===== config.mk =====
export PLATFORM = sky130hd
export DESIGN_NAME = ubx_frame_parser
export DESIGN_NICKNAME = d
export VERILOG_FILES = /design/src/ubx_pkg.sv /design/src/ubx_parser.sv /design/src/ubx_out_queue.sv /design/src/ubx_frame_parser.sv
export SDC_FILE = /design/constraint.sdc
export NUM_CORES = 2
export LEC_CHECK = 0
export BUFFER_PORTS_ARGS = -buffer_cell sky130_fd_sc_hd__buf_2
export CORE_AREA = 2 2 407 409
export DETAILED_ROUTE_END_ITERATION = 8
export DIE_AREA = 0 0 409 411
export HOLD_SLACK_MARGIN = 0.12
export PLACE_DENSITY = 0.7
export SLEW_MARGIN = 15
export SYNTH_ARGS = -nofsm -noshare
export SYNTH_HDL_FRONTEND = slang
export SYNTH_SLANG_ARGS = --single-unit

===== constraint.sdc =====
create_clock -name i_clk -period 8.1 [get_ports i_clk]
set_input_delay 0.405 -clock i_clk [delete_from_list [all_inputs] [get_ports i_clk]]
set_output_delay 0.405 -clock i_clk [all_outputs]
set_load 0.05 [all_outputs]

===== src/ubx_pkg.sv =====
// Shared types and constants for the UBX frame parser.
package ubx_pkg;

    localparam int MAX_PAYLOAD_DEF = 256;

    localparam logic [7:0] SYNC_FIRST  = 8'hB5;
    localparam logic [7:0] SYNC_SECOND = 8'h62;

    localparam logic [1:0] FUNC_FEED   = 2'd0;
    localparam logic [1:0] FUNC_READ   = 2'd1;
    localparam logic [1:0] FUNC_RESYNC = 2'd2;

    localparam logic KIND_FRAME = 1'b0;
    localparam logic KIND_READ  = 1'b1;

    localparam int LEN_W      = 16;
    localparam int OUTQ_DEPTH = 4;
    localparam int OUTQ_AW    = $clog2(OUTQ_DEPTH);

    typedef struct packed {
        logic [1:0] func;
        logic [7:0] rx_byte;
        logic [7:0] read_index;
    } t_in_item;

    typedef struct packed {
        logic       kind;
        logic [7:0] msg_class;
        logic [7:0] msg_id;
        logic [8:0] payload_len;
        logic [7:0] read_data;
    } t_out_item;

endpackage


===== src/ubx_parser.sv =====
// Frame state machine, Fletcher checksum, payload store and result register.
module ubx_parser #(
    parameter int MAX_PAYLOAD = ubx_pkg::MAX_PAYLOAD_DEF
) (
    input  logic               i_clk,
    input  logic               i_rst_n,
    input  logic               i_accept,
    input  ubx_pkg::t_in_item  i_item,
    output logic               o_res_valid,
    output ubx_pkg::t_out_item o_res
);

    localparam int AW = (MAX_PAYLOAD > 1) ? $clog2(MAX_PAYLOAD) : 1;
    localparam int PW = $clog2(MAX_PAYLOAD + 1);
    localparam logic [ubx_pkg::LEN_W-1:0] MAX_LEN = ubx_pkg::LEN_W'(MAX_PAYLOAD);

    typedef enum logic [3:0] {
        PH_SYNC1,
        PH_SYNC2,
        PH_CLASS,
        PH_ID,
        PH_LEN_LO,
        PH_LEN_HI,
        PH_PAYLOAD,
        PH_CK_A,
        PH_CK_B
    } t_phase;

    t_phase                      r_phase;
    logic [7:0]                  r_class;
    logic [7:0]                  r_id;
    logic [ubx_pkg::LEN_W-1:0]   r_len;
    logic [PW-1:0]               r_pos;
    logic [7:0]                  r_sum_a;
    logic [7:0]                  r_sum_b;

    logic                        r_res_valid;
    logic                        r_res_kind;
    logic [7:0]                  r_res_class;
    logic [7:0]                  r_res_id;
    logic [8:0]                  r_res_len;
    logic [7:0]                  r_rd_data;
    logic                        r_rd_zero;

    logic [7:0]                  r_mem [MAX_PAYLOAD];

    logic                        feed;
    logic [7:0]                  b;
    logic [7:0]                  n_sum_a;
    logic [7:0]                  n_sum_b;
    logic [ubx_pkg::LEN_W-1:0]   n_len;
    logic [PW-1:0]               n_pos;
    logic                        pos_done;
    logic                        rd_in_range;
    logic [AW-1:0]               rd_addr;

    assign feed        = i_accept && (i_item.func == ubx_pkg::FUNC_FEED);
    assign b           = i_item.rx_byte;
    assign n_sum_a     = r_sum_a + b;
    assign n_sum_b     = r_sum_b + n_sum_a;
    assign n_len       = {b, r_len[7:0]};
    assign n_pos       = r_pos + 1'b1;
    assign pos_done    = ubx_pkg::LEN_W'(n_pos) >= r_len;
    assign rd_in_range = int'(i_item.read_index) < MAX_PAYLOAD;
    assign rd_addr     = AW'(i_item.read_index);

    always_ff @(posedge i_clk) begin
        if (!i_rst_n) begin
            r_phase     <= PH_SYNC1;
            r_class     <= '0;
            r_id        <= '0;
            r_len       <= '0;
            r_pos       <= '0;
            r_sum_a     <= '0;
            r_sum_b     <= '0;
            r_res_valid <= 1'b0;
        end else begin
            r_res_valid <= 1'b0;
            if (i_accept) begin
                unique case (i_item.func)
                    ubx_pkg::FUNC_FEED: begin
                        unique case (r_phase)
                            PH_SYNC1: begin
                                if (b == ubx_pkg::SYNC_FIRST) r_phase <= PH_SYNC2;
                            end
                            PH_SYNC2: begin
                                r_phase <= (b == ubx_pkg::SYNC_SECOND) ? PH_CLASS : PH_SYNC1;
                            end
                            PH_CLASS: begin
                                r_class <= b;
                                r_sum_a <= b;
                                r_sum_b <= b;
                                r_phase <= PH_ID;
                            end
                            PH_ID: begin
                                r_id    <= b;
                                r_sum_a <= n_sum_a;
                                r_sum_b <= n_sum_b;
                                r_phase <= PH_LEN_LO;
                            end
                            PH_LEN_LO: begin
                                r_len   <= ubx_pkg::LEN_W'(b);
                                r_sum_a <= n_sum_a;
                                r_sum_b <= n_sum_b;
                                r_phase <= PH_LEN_HI;
                            end
                            PH_LEN_HI: begin
                                r_len   <= n_len;
                                r_sum_a <= n_sum_a;
                                r_sum_b <= n_sum_b;
                                r_pos   <= '0;
                                // drop oversize frames, skip payload on empty ones
                                if (n_len > MAX_LEN) begin
                                    r_phase <= PH_SYNC1;
                                end else if (n_len == '0) begin
                                    r_phase <= PH_CK_A;
                                end else begin
                                    r_phase <= PH_PAYLOAD;
                                end
                            end
                            PH_PAYLOAD: begin
                                r_sum_a <= n_sum_a;
                                r_sum_b <= n_sum_b;
                                r_pos   <= n_pos;
                                if (pos_done) r_phase <= PH_CK_A;
                            end
                            PH_CK_A: begin
                                r_phase <= (b == r_sum_a) ? PH_CK_B : PH_SYNC1;
                            end
                            PH_CK_B: begin
                                if (b == r_sum_b) begin
                                    r_res_valid <= 1'b1;
                                    r_res_kind  <= ubx_pkg::KIND_FRAME;
                                    r_res_class <= r_class;
                                    r_res_id    <= r_id;
                                    r_res_len   <= r_len[8:0];
                                end
                                r_phase <= PH_SYNC1;
                            end
                            default: begin
                                r_phase <= PH_SYNC1;
                            end
                        endcase
                    end
                    ubx_pkg::FUNC_READ: begin
                        r_res_valid <= 1'b1;
                        r_res_kind  <= ubx_pkg::KIND_READ;
                        r_res_class <= '0;
                        r_res_id    <= '0;
                        r_res_len   <= '0;
                    end
                    ubx_pkg::FUNC_RESYNC: begin
                        r_phase <= PH_SYNC1;
                    end
                    default: begin
                    end
                endcase
            end
        end
    end

    // payload store: one write or one read per transfer
    always_ff @(posedge i_clk) begin
        if (feed && (r_phase == PH_PAYLOAD)) begin
            r_mem[r_pos[AW-1:0]] <= b;
        end
        if (i_accept && (i_item.func == ubx_pkg::FUNC_READ)) begin
            r_rd_data <= r_mem[rd_addr];
            r_rd_zero <= !rd_in_range;
        end
    end

    assign o_res_valid       = r_res_valid;
    assign o_res.kind        = r_res_kind;
    assign o_res.msg_class   = r_res_class;
    assign o_res.msg_id      = r_res_id;
    assign o_res.payload_len = r_res_len;
    assign o_res.read_data   = ((r_res_kind == ubx_pkg::KIND_READ) && !r_rd_zero)
                               ? r_rd_data : 8'd0;

endmodule


===== src/ubx_out_queue.sv =====
// Small output queue that decouples result delivery from the parser.
module ubx_out_queue (
    input  logic                      i_clk,
    input  logic                      i_rst_n,
    input  logic                      i_push,
    input  ubx_pkg::t_out_item        i_push_item,
    input  logic                      i_stall,
    output logic                      o_valid,
    output ubx_pkg::t_out_item        o_item,
    output logic [ubx_pkg::OUTQ_AW:0] o_count
);

    ubx_pkg::t_out_item          r_q [ubx_pkg::OUTQ_DEPTH];
    logic [ubx_pkg::OUTQ_AW-1:0] r_head;
    logic [ubx_pkg::OUTQ_AW:0]   r_cnt;

    logic                        pop;
    logic [ubx_pkg::OUTQ_AW-1:0] tail;

    assign pop  = (r_cnt != '0) && !i_stall;
    assign tail = r_head + r_cnt[ubx_pkg::OUTQ_AW-1:0];

    always_ff @(posedge i_clk) begin
        if (!i_rst_n) begin
            r_head <= '0;
            r_cnt  <= '0;
        end else begin
            if (pop) r_head <= r_head + 1'b1;
            r_cnt <= r_cnt + (ubx_pkg::OUTQ_AW + 1)'(i_push)
                           - (ubx_pkg::OUTQ_AW + 1)'(pop);
        end
    end

    always_ff @(posedge i_clk) begin
        if (i_push) r_q[tail] <= i_push_item;
    end

    assign o_valid = (r_cnt != '0);
    assign o_item  = r_q[r_head];
    assign o_count = r_cnt;

endmodule


===== src/ubx_frame_parser.sv =====
// UBX frame parser top level: parser core and output queue.
//
//   channel | direction | valid       | stall       | payload
//   input   | in        | i_in_valid  | o_in_stall  | i_in  (t_in_item)
//   output  | out       | o_out_valid | i_out_stall | o_out (t_out_item)
//
// One item is taken per cycle while o_in_stall is low; the parser state update is
// a single registered pass. Results pass the result register and then the queue.
// o_in_stall rises once the result register and the four-entry output queue hold
// four results between them; it comes from registers only.
// Reset is synchronous and active low; it clears the parser and the queue, while
// the payload store keeps its contents.
module ubx_frame_parser #(
    parameter int MAX_PAYLOAD = ubx_pkg::MAX_PAYLOAD_DEF
) (
    input  logic               i_clk,
    input  logic               i_rst_n,
    input  logic               i_in_valid,
    output logic               o_in_stall,
    input  ubx_pkg::t_in_item  i_in,
    output logic               o_out_valid,
    input  logic               i_out_stall,
    output ubx_pkg::t_out_item o_out
);

    logic                      accept;
    logic                      res_valid;
    ubx_pkg::t_out_item        res;
    logic [ubx_pkg::OUTQ_AW:0] q_count;

    // hold off input while the queue could not absorb another result
    assign o_in_stall = (q_count + (ubx_pkg::OUTQ_AW + 1)'(res_valid))
                        >= (ubx_pkg::OUTQ_AW + 1)'(ubx_pkg::OUTQ_DEPTH);
    assign accept     = i_in_valid && !o_in_stall;

    ubx_parser #(
        .MAX_PAYLOAD(MAX_PAYLOAD)
    ) u_parser (
        .i_clk      (i_clk),
        .i_rst_n    (i_rst_n),
        .i_accept   (accept),
        .i_item     (i_in),
        .o_res_valid(res_valid),
        .o_res      (res)
    );

    ubx_out_queue u_out_queue (
        .i_clk      (i_clk),
        .i_rst_n    (i_rst_n),
        .i_push     (res_valid),
        .i_push_item(res),
        .i_stall    (i_out_stall),
        .o_valid    (o_out_valid),
        .o_item     (o_out),
        .o_count    (q_count)
    );

endmodule


**Yosys cells after proc, flatten, opt, wreduce, memory -nomap -nowiden**

Memories as Yosys holds them, arrays and structs flattened. A register that Yosys moved wholly into a read port is not among the register bits.
Index checks and enable logic that the tools add are counted.

- Bits in registers: 93
- Bits in writable memories: 2184
- Bits of input ports: 22
- Output and inout bits: 36
- Logic and storage cells: 106
- Memories: 2

- Add/sub/neg operators: 7
- Order comparisons: 3
- Equality and inequality tests: 18
- Multiplexer cells: 34
- Bitwise operators: 1
- Reductions and logical operators: 26

Memory list:

| memory | depth | bits a word | rd ports | clocked after Yosys merged registers in | wr ports | RTL line | source |
|---|---|---|---|---|---|---|---|
| u_parser.r_mem | 256 | 8 | 1 | 1 | 1 | ubx_parser.sv:45 | `logic [7:0] r_mem [MAX_PAYLOAD];` |
| u_out_queue.r_q | 4 | 34 | 1 | 1 | 1 | ubx_out_queue.sv:13 | `ubx_pkg::t_out_item r_q [ubx_pkg::OUTQ_DEPTH];` |

Operator list:

| kind | number |
|---|---|
| 8-bit case mux with 2 select lines | 4 |
| 8-bit 2-to-1 mux | 5 |
| 9-bit case mux with 2 select lines | 2 |
| 16-bit case mux with 2 select lines | 1 |
| 4-bit case mux with 8 select lines | 1 |
| 9-bit 2-to-1 mux | 2 |
| 8-bit adder | 2 |
| 4-bit by 3-bit == test with 1-bit output, second input constant | 4 |
| 8-bit == test | 2 |
| 9-bit by 16-bit >= comparator with 1-bit output | 1 |
| 16-bit by 9-bit > comparator with 1-bit output, second input constant | 1 |
| 16-bit zero test | 1 |
| 4-bit 2-to-1 mux | 4 |
| 3-bit AND reduction | 5 |
| 2-bit nonzero test | 5 |
| 9-bit by 1-bit adder with 9-bit output, second input constant | 1 |
| 1-bit 2-to-1 mux | 9 |
| 4-bit by 2-bit == test with 1-bit output, second input constant | 2 |
| 8-bit by 7-bit == test with 1-bit output, second input constant | 1 |
| 8-bit == test, second input constant | 1 |
| 4-bit case mux with 2 select lines | 1 |
| 4-bit AND reduction | 2 |
| 2-bit 2-to-1 mux | 3 |
| 1-bit logical AND | 5 |
| 21 further kinds | 24 |

**Longest topological paths before layout**

- Depth after elaboration: 8
- Depth in mapped cells: 15
- Gate-level depth less buffers: 15

**Modules after synthesis**

Synthesis repeated with hierarchy kept, for this count alone.

- Cells, all modules: 4387
- Area total of the unflattened synthesis: 89193.0 um2

By module, submodules not included:

| module | instances | cells an instance | area each (um2) | seq. area each (um2) |
|---|---|---|---|---|
| ubx_parser | 1 | 4164 | 83827.9 | 63761.2 |
| ubx_out_queue | 1 | 218 | 5326.4 | 4224.1 |
| ubx_frame_parser | 1 | 5 | 38.8 | 0.0 |

**Least setup slack after synthesis**

OpenSTA, ideal clock, no wires.

- Kind: input to register
- Start point: input port i_in[12] in the netlist's numbering
- End point: register u_parser.r_res_class[0] (enable)
- Setup time: 484 ps
- Arrival: 3987 ps
- Data required time: 7616 ps
- Slack: 3629 ps
- Cell stages on the path: 5
- Buffers on the path: 1
- Cells stage by stage: clkbuf_1 -> xor2_1 -> nor4_1 -> a41oi_1 -> nor4b_1

- Longest elaborated chain between the ends: 3

Ends and longest elaborated chain:

| item | RTL line | source |
|---|---|---|
| start, declared | ubx_frame_parser.sv:20 | `input ubx_pkg::t_in_item i_in,` |
| 8-bit == test | ubx_parser.sv:131 | `if (b == r_sum_b) begin` |
| 2-bit inequality test (no line) | -- |  |
| 5-bit AND reduction (no line) | -- |  |
| end signal, assigned | ubx_parser.sv:134 | `r_res_class <= r_class;` |
| end, declared | ubx_parser.sv:39 | `logic [7:0] r_res_class;` |

Every way passes these cells.
A chain may end at the register's enable or synchronous reset.

**Worst setup path after layout**

- Start point: register u_parser.r_res_valid, in the netlist u_parser.o_res_valid
- End point: memory u_parser.r_mem[159][2] (enable)

- Longest elaborated chain between the ends: 8

Ends and longest elaborated chain:

| item | RTL line | source |
|---|---|---|
| start, declared | ubx_parser.sv:37 | `logic r_res_valid;` |
| start signal, assigned | ubx_parser.sv:76 | `r_res_valid <= 1'b0;` |
| start signal, assigned | ubx_parser.sv:78 | `r_res_valid <= 1'b0;` |
| start signal, assigned | ubx_parser.sv:132 | `r_res_valid <= 1'b1;` |
| 3-bit by 1-bit adder with 3-bit output | ubx_frame_parser.sv:32 | `assign o_in_stall = (q_count + (ubx_pkg::OUTQ_AW + 1)'(res_valid))` |
| 3-bit >= comparator | ubx_frame_parser.sv:33 | `>= (ubx_pkg::OUTQ_AW + 1)'(ubx_pkg::OUTQ_DEPTH);` |
| 1-bit zero test | ubx_frame_parser.sv:34 | `assign accept = i_in_valid && !o_in_stall;` |
| 1-bit logical AND | ubx_frame_parser.sv:34 |  |
| 1-bit logical AND | ubx_parser.sv:57 | `assign feed = i_accept && (i_item.func == ubx_pkg::FUNC_FEED);` |
| 1-bit logical AND | ubx_parser.sv:164 | `if (feed && (r_phase == PH_PAYLOAD)) begin` |
| 1-bit 2-to-1 mux | ubx_parser.sv:164 |  |
| 1-bit 2-to-1 mux (not written as such) | ubx_parser.sv:165 | `r_mem[r_pos[AW-1:0]] <= b;` |
| end, declared | ubx_parser.sv:45 |  |

Every way passes these cells.

==> run_results.csv <==
group,metric,value,unit
floorplan,row_count,149,
routing,drt_first_pass_iters,6,
sta,maxSlewHeadroom,15.8,%
floorplan,start_util,54.7,%
place,dpl_cell_area,0.0919,mm²
routing,routed_wl,208000,µm
synth,yosysWarnings,0,
synth,synth_top_cell_area_share,74.4,%
sta,rsz0062_at_grt,"no",
synth,seq_area_frac_synth,75.9,%
global_route,grt_antenna_before_repair,11,
global_route,grt_pass1_vias,43580,
worst_setup_path,critPathKind,"reg2reg",
cells_and_area,regArea,0.0680,mm²
cells_and_area,multi_input_area,0.0201,mm²
worst_setup_path,endpoint_kind,"flop",
cts,clkLatencyLatePin,0.85,ns
sta,slew_violations,0,
synth,synth_nets,4345,
cts,path_clk_slew,0.07,ns
floorplan,die_y,411,µm
synth,synth_edf_count,2218,
min_path,hold_path_class,"in2reg",
synth,avgSynthCellArea,20.9,µm²
pwr,p_per_area,245,mW/mm²
global_route,track_usage,24.9,%
synth,synth_area_leaders,"edfxtp_1, mux4_2, dfxtp_1, nor2_1, mux2i_1",
worst_setup_path,critical_path.startpoint_type,"flop",
sta,skew,0.0395,ns
cts,cts_root_buf,"clkbuf_16",
synth,synthCells,4289,
synth,synth-seq-cells,2287,
synth,synthDistinctLibCells,76,
place,post-place-ws,3.68,ns
cells_and_area,fin_util,60.4,%
floorplan,core_area,0.164,mm²
sta,min_period_over_period,54.7,%
place,dp_hpwl,122000,µm
global_route,grt_max_degree,131,
sta,max_freq,226,MHz
worst_setup_path,required,8.56,ns
run_status,outcome,"finished, final reports clean",
sta,setup_viol,0,
floorplan,die_width,409,µm
cells_and_area,finalInstanceArea,0.0989,mm²
cells_and_area,num-nets-final,4446,
pwr,ir_drop,236,µV
place,port_buffers,57,
routing,via_count,43412,
worst_setup_path,crit_fanout,16,
cts,clock_sinks,2287,
synth,synth_area,0.0896,mm²
routing,drt_iter0_drc,5409,
cts,cts_made_buffers,217,
place,gp_congestion,0.861,
sta,final-hold-violation-count,0,
cts,ctsHtreeMaxLevel,4,
floorplan,io_pins,58,
synth,ys_top_cells_by_count,"edfxtp_1, mux4_2, nor2_1",
cells_and_area,synthToLayoutAreaGrowth,10.4,%
cells_and_area,num-fill-cells,11310,
routing,drc,0,
worst_setup_path,worst-r2r-setup-slack,3.67,ns
cts,clock_path_buffers,3,
cells_and_area,drive_gt1_share,22.5,%
worst_setup_path,worstPathArrival,4.88,ns
sta,finalSetupTns,0,ns
routing,wl_per_cell,30.8,µm
sta,fin_ws,3.67,ns
synth,synthFlopType,"edfxtp_1",
routing,final_antenna_net_count,0,
run,cap_violations,0,
synth,synth_largest_area_cell,"edfxtp_1",
routing,vias_per_cell,6.42,
synth,synth.most_common_cell,"edfxtp_1",
global_route,grt_pass1_wl,303000,µm
cts,cts_tree,"built",
global_route,grt.overflow.total,0,
sta,finalCriticalPeriod,4.43,ns
sta,worstMarginPinSlew,1.26,ns
pwr,p_leak,30.9,nW
floorplan,die-area,0.168,mm²
cts,post_cts_resized,0,
synth,synthArstFlopShare,0,%
==> final timing paths <==
check,start,end,cells past startpoint
worst min register to register,u_parser.r_len[10]$_SDFFE_PN0P_,u_parser.r_len[10]$_SDFFE_PN0P_,2
worst max-delay path,u_parser.o_res_valid$_SDFF_PN0_,u_parser.r_mem[159][2]$_DFFE_PP_,7
worst max register to register,u_parser.o_res_valid$_SDFF_PN0_,u_parser.r_mem[159][2]$_DFFE_PP_,7
worst min-delay path,i_in[6],u_parser.r_rd_data[7]$_DFFE_PP_,2
==> cells in the final DEF (no fill, tap or decap), types with 29 or more instances in the layout <==
master	Yosys	layout
clkinv_2	0	39
o22ai_1	29	29
ha_1	32	32
edfxtp_1	2218	2218
clkinv_1	1	39
buf_4	27	67
nand3_1	44	43
clkbuf_16	0	220
a221oi_1	33	33
and2_1	40	40
nand2_1	102	96
mux2i_1	90	90
a21oi_1	59	59
nor2b_1	38	36
a22oi_1	58	58
mux2_2	32	32
o21ai_0	30	30
buf_2	50	45
dfxtp_1	69	68
nor2_1	313	306
mux4_2	541	541
clkbuf_1	118	61
==> repair_timing <==
action / CTS / global route
hold buffers: 12 / 0
buffers inserted: 0 / 0
endpoints found under the hold margin: 296 / 0
==> logic make-up after synthesis <==
family          share of synthesized area, %
compound gates                          2.80
xor+xnor                               0.323
mux                                     15.5
simple gates                            3.23
flops                                   75.9
buf+inv                                 1.77
fa+ha+maj                              0.492
==> final cells by class <==
type	count	area share [%]
sequential	2287	68.7
inverter	20	0.0759
clock inverter	114	1.15
tap	2189	2.77
antenna	2	0.00506
clock buffer	283	5.82
multi-input combinational	1723	20.3
timing repair buffer	141	1.15
==> per-stage QoR <==
step / total power, mW / instances / hold WS (ns)
6_report: 24.3 / 6759 / 0.210
5_1_grt: 24.9 / 6757 / 0.223
4_1_cts: 24.4 / 6757 / 0.122
3_5_place_dp: 14.6 / 6348 / 0.463
3_3_place_gp: 14.6 / 6348 / 0.453
2_1_floorplan: 14.1 / 4289 / 0.441
==> worst max-delay path, cell delays in order, from the launching register on <==
cell and delay, ns:
dfxtp_1 0.33, ha_1 0.20, ha_1 0.19, xnor2_1 0.38
nand3_1 0.34, nor2_1 0.62, nand3_2 0.97, nor2_1 1.02
==> report_power, final <==
part	internal (mW)	leakage, nW	switching, mW
clock network	5.59	3.37	4.29
logic	0.475	6.98	0.888
registers	13.0	20.5	0.0175
==> state kept, by name, summed over array words and instances, names as in the netlist, 2 cells and up, named ones only <==
| register | flops |
|---|---|
| u_parser.r_sum_a | 8 |
| u_parser.r_res_class | 8 |
| u_parser.r_mem | 2048 |
| u_out_queue.o_count | 3 |
| u_parser.r_res_id | 8 |
| u_parser.r_sum_b | 8 |
| u_out_queue.r_q | 136 |
| u_parser.r_len | 16 |
| u_parser.r_res_len | 9 |
| u_parser.r_pos | 9 |
| u_parser.r_phase | 4 |
| u_parser.r_id | 8 |
| u_parser.r_rd_data | 8 |
| u_out_queue.r_head | 2 |
| u_parser.r_class | 8 |
==> layer usage <==
| layer | vias up | wire length, µm | global-route usage (%) |
|---|---|---|---|
| met5 | - | 22 | 0 |
| met4 | 4 | 5340 | 6.90 |
| met3 | 338 | 20000 | 5.43 |
| met2 | 2155 | 101000 | 39.3 |
| met1 | 22921 | 82400 | 35.6 |
| li1 | 17994 | - | - |
Note: power is estimated with default switching activity, not from simulation.
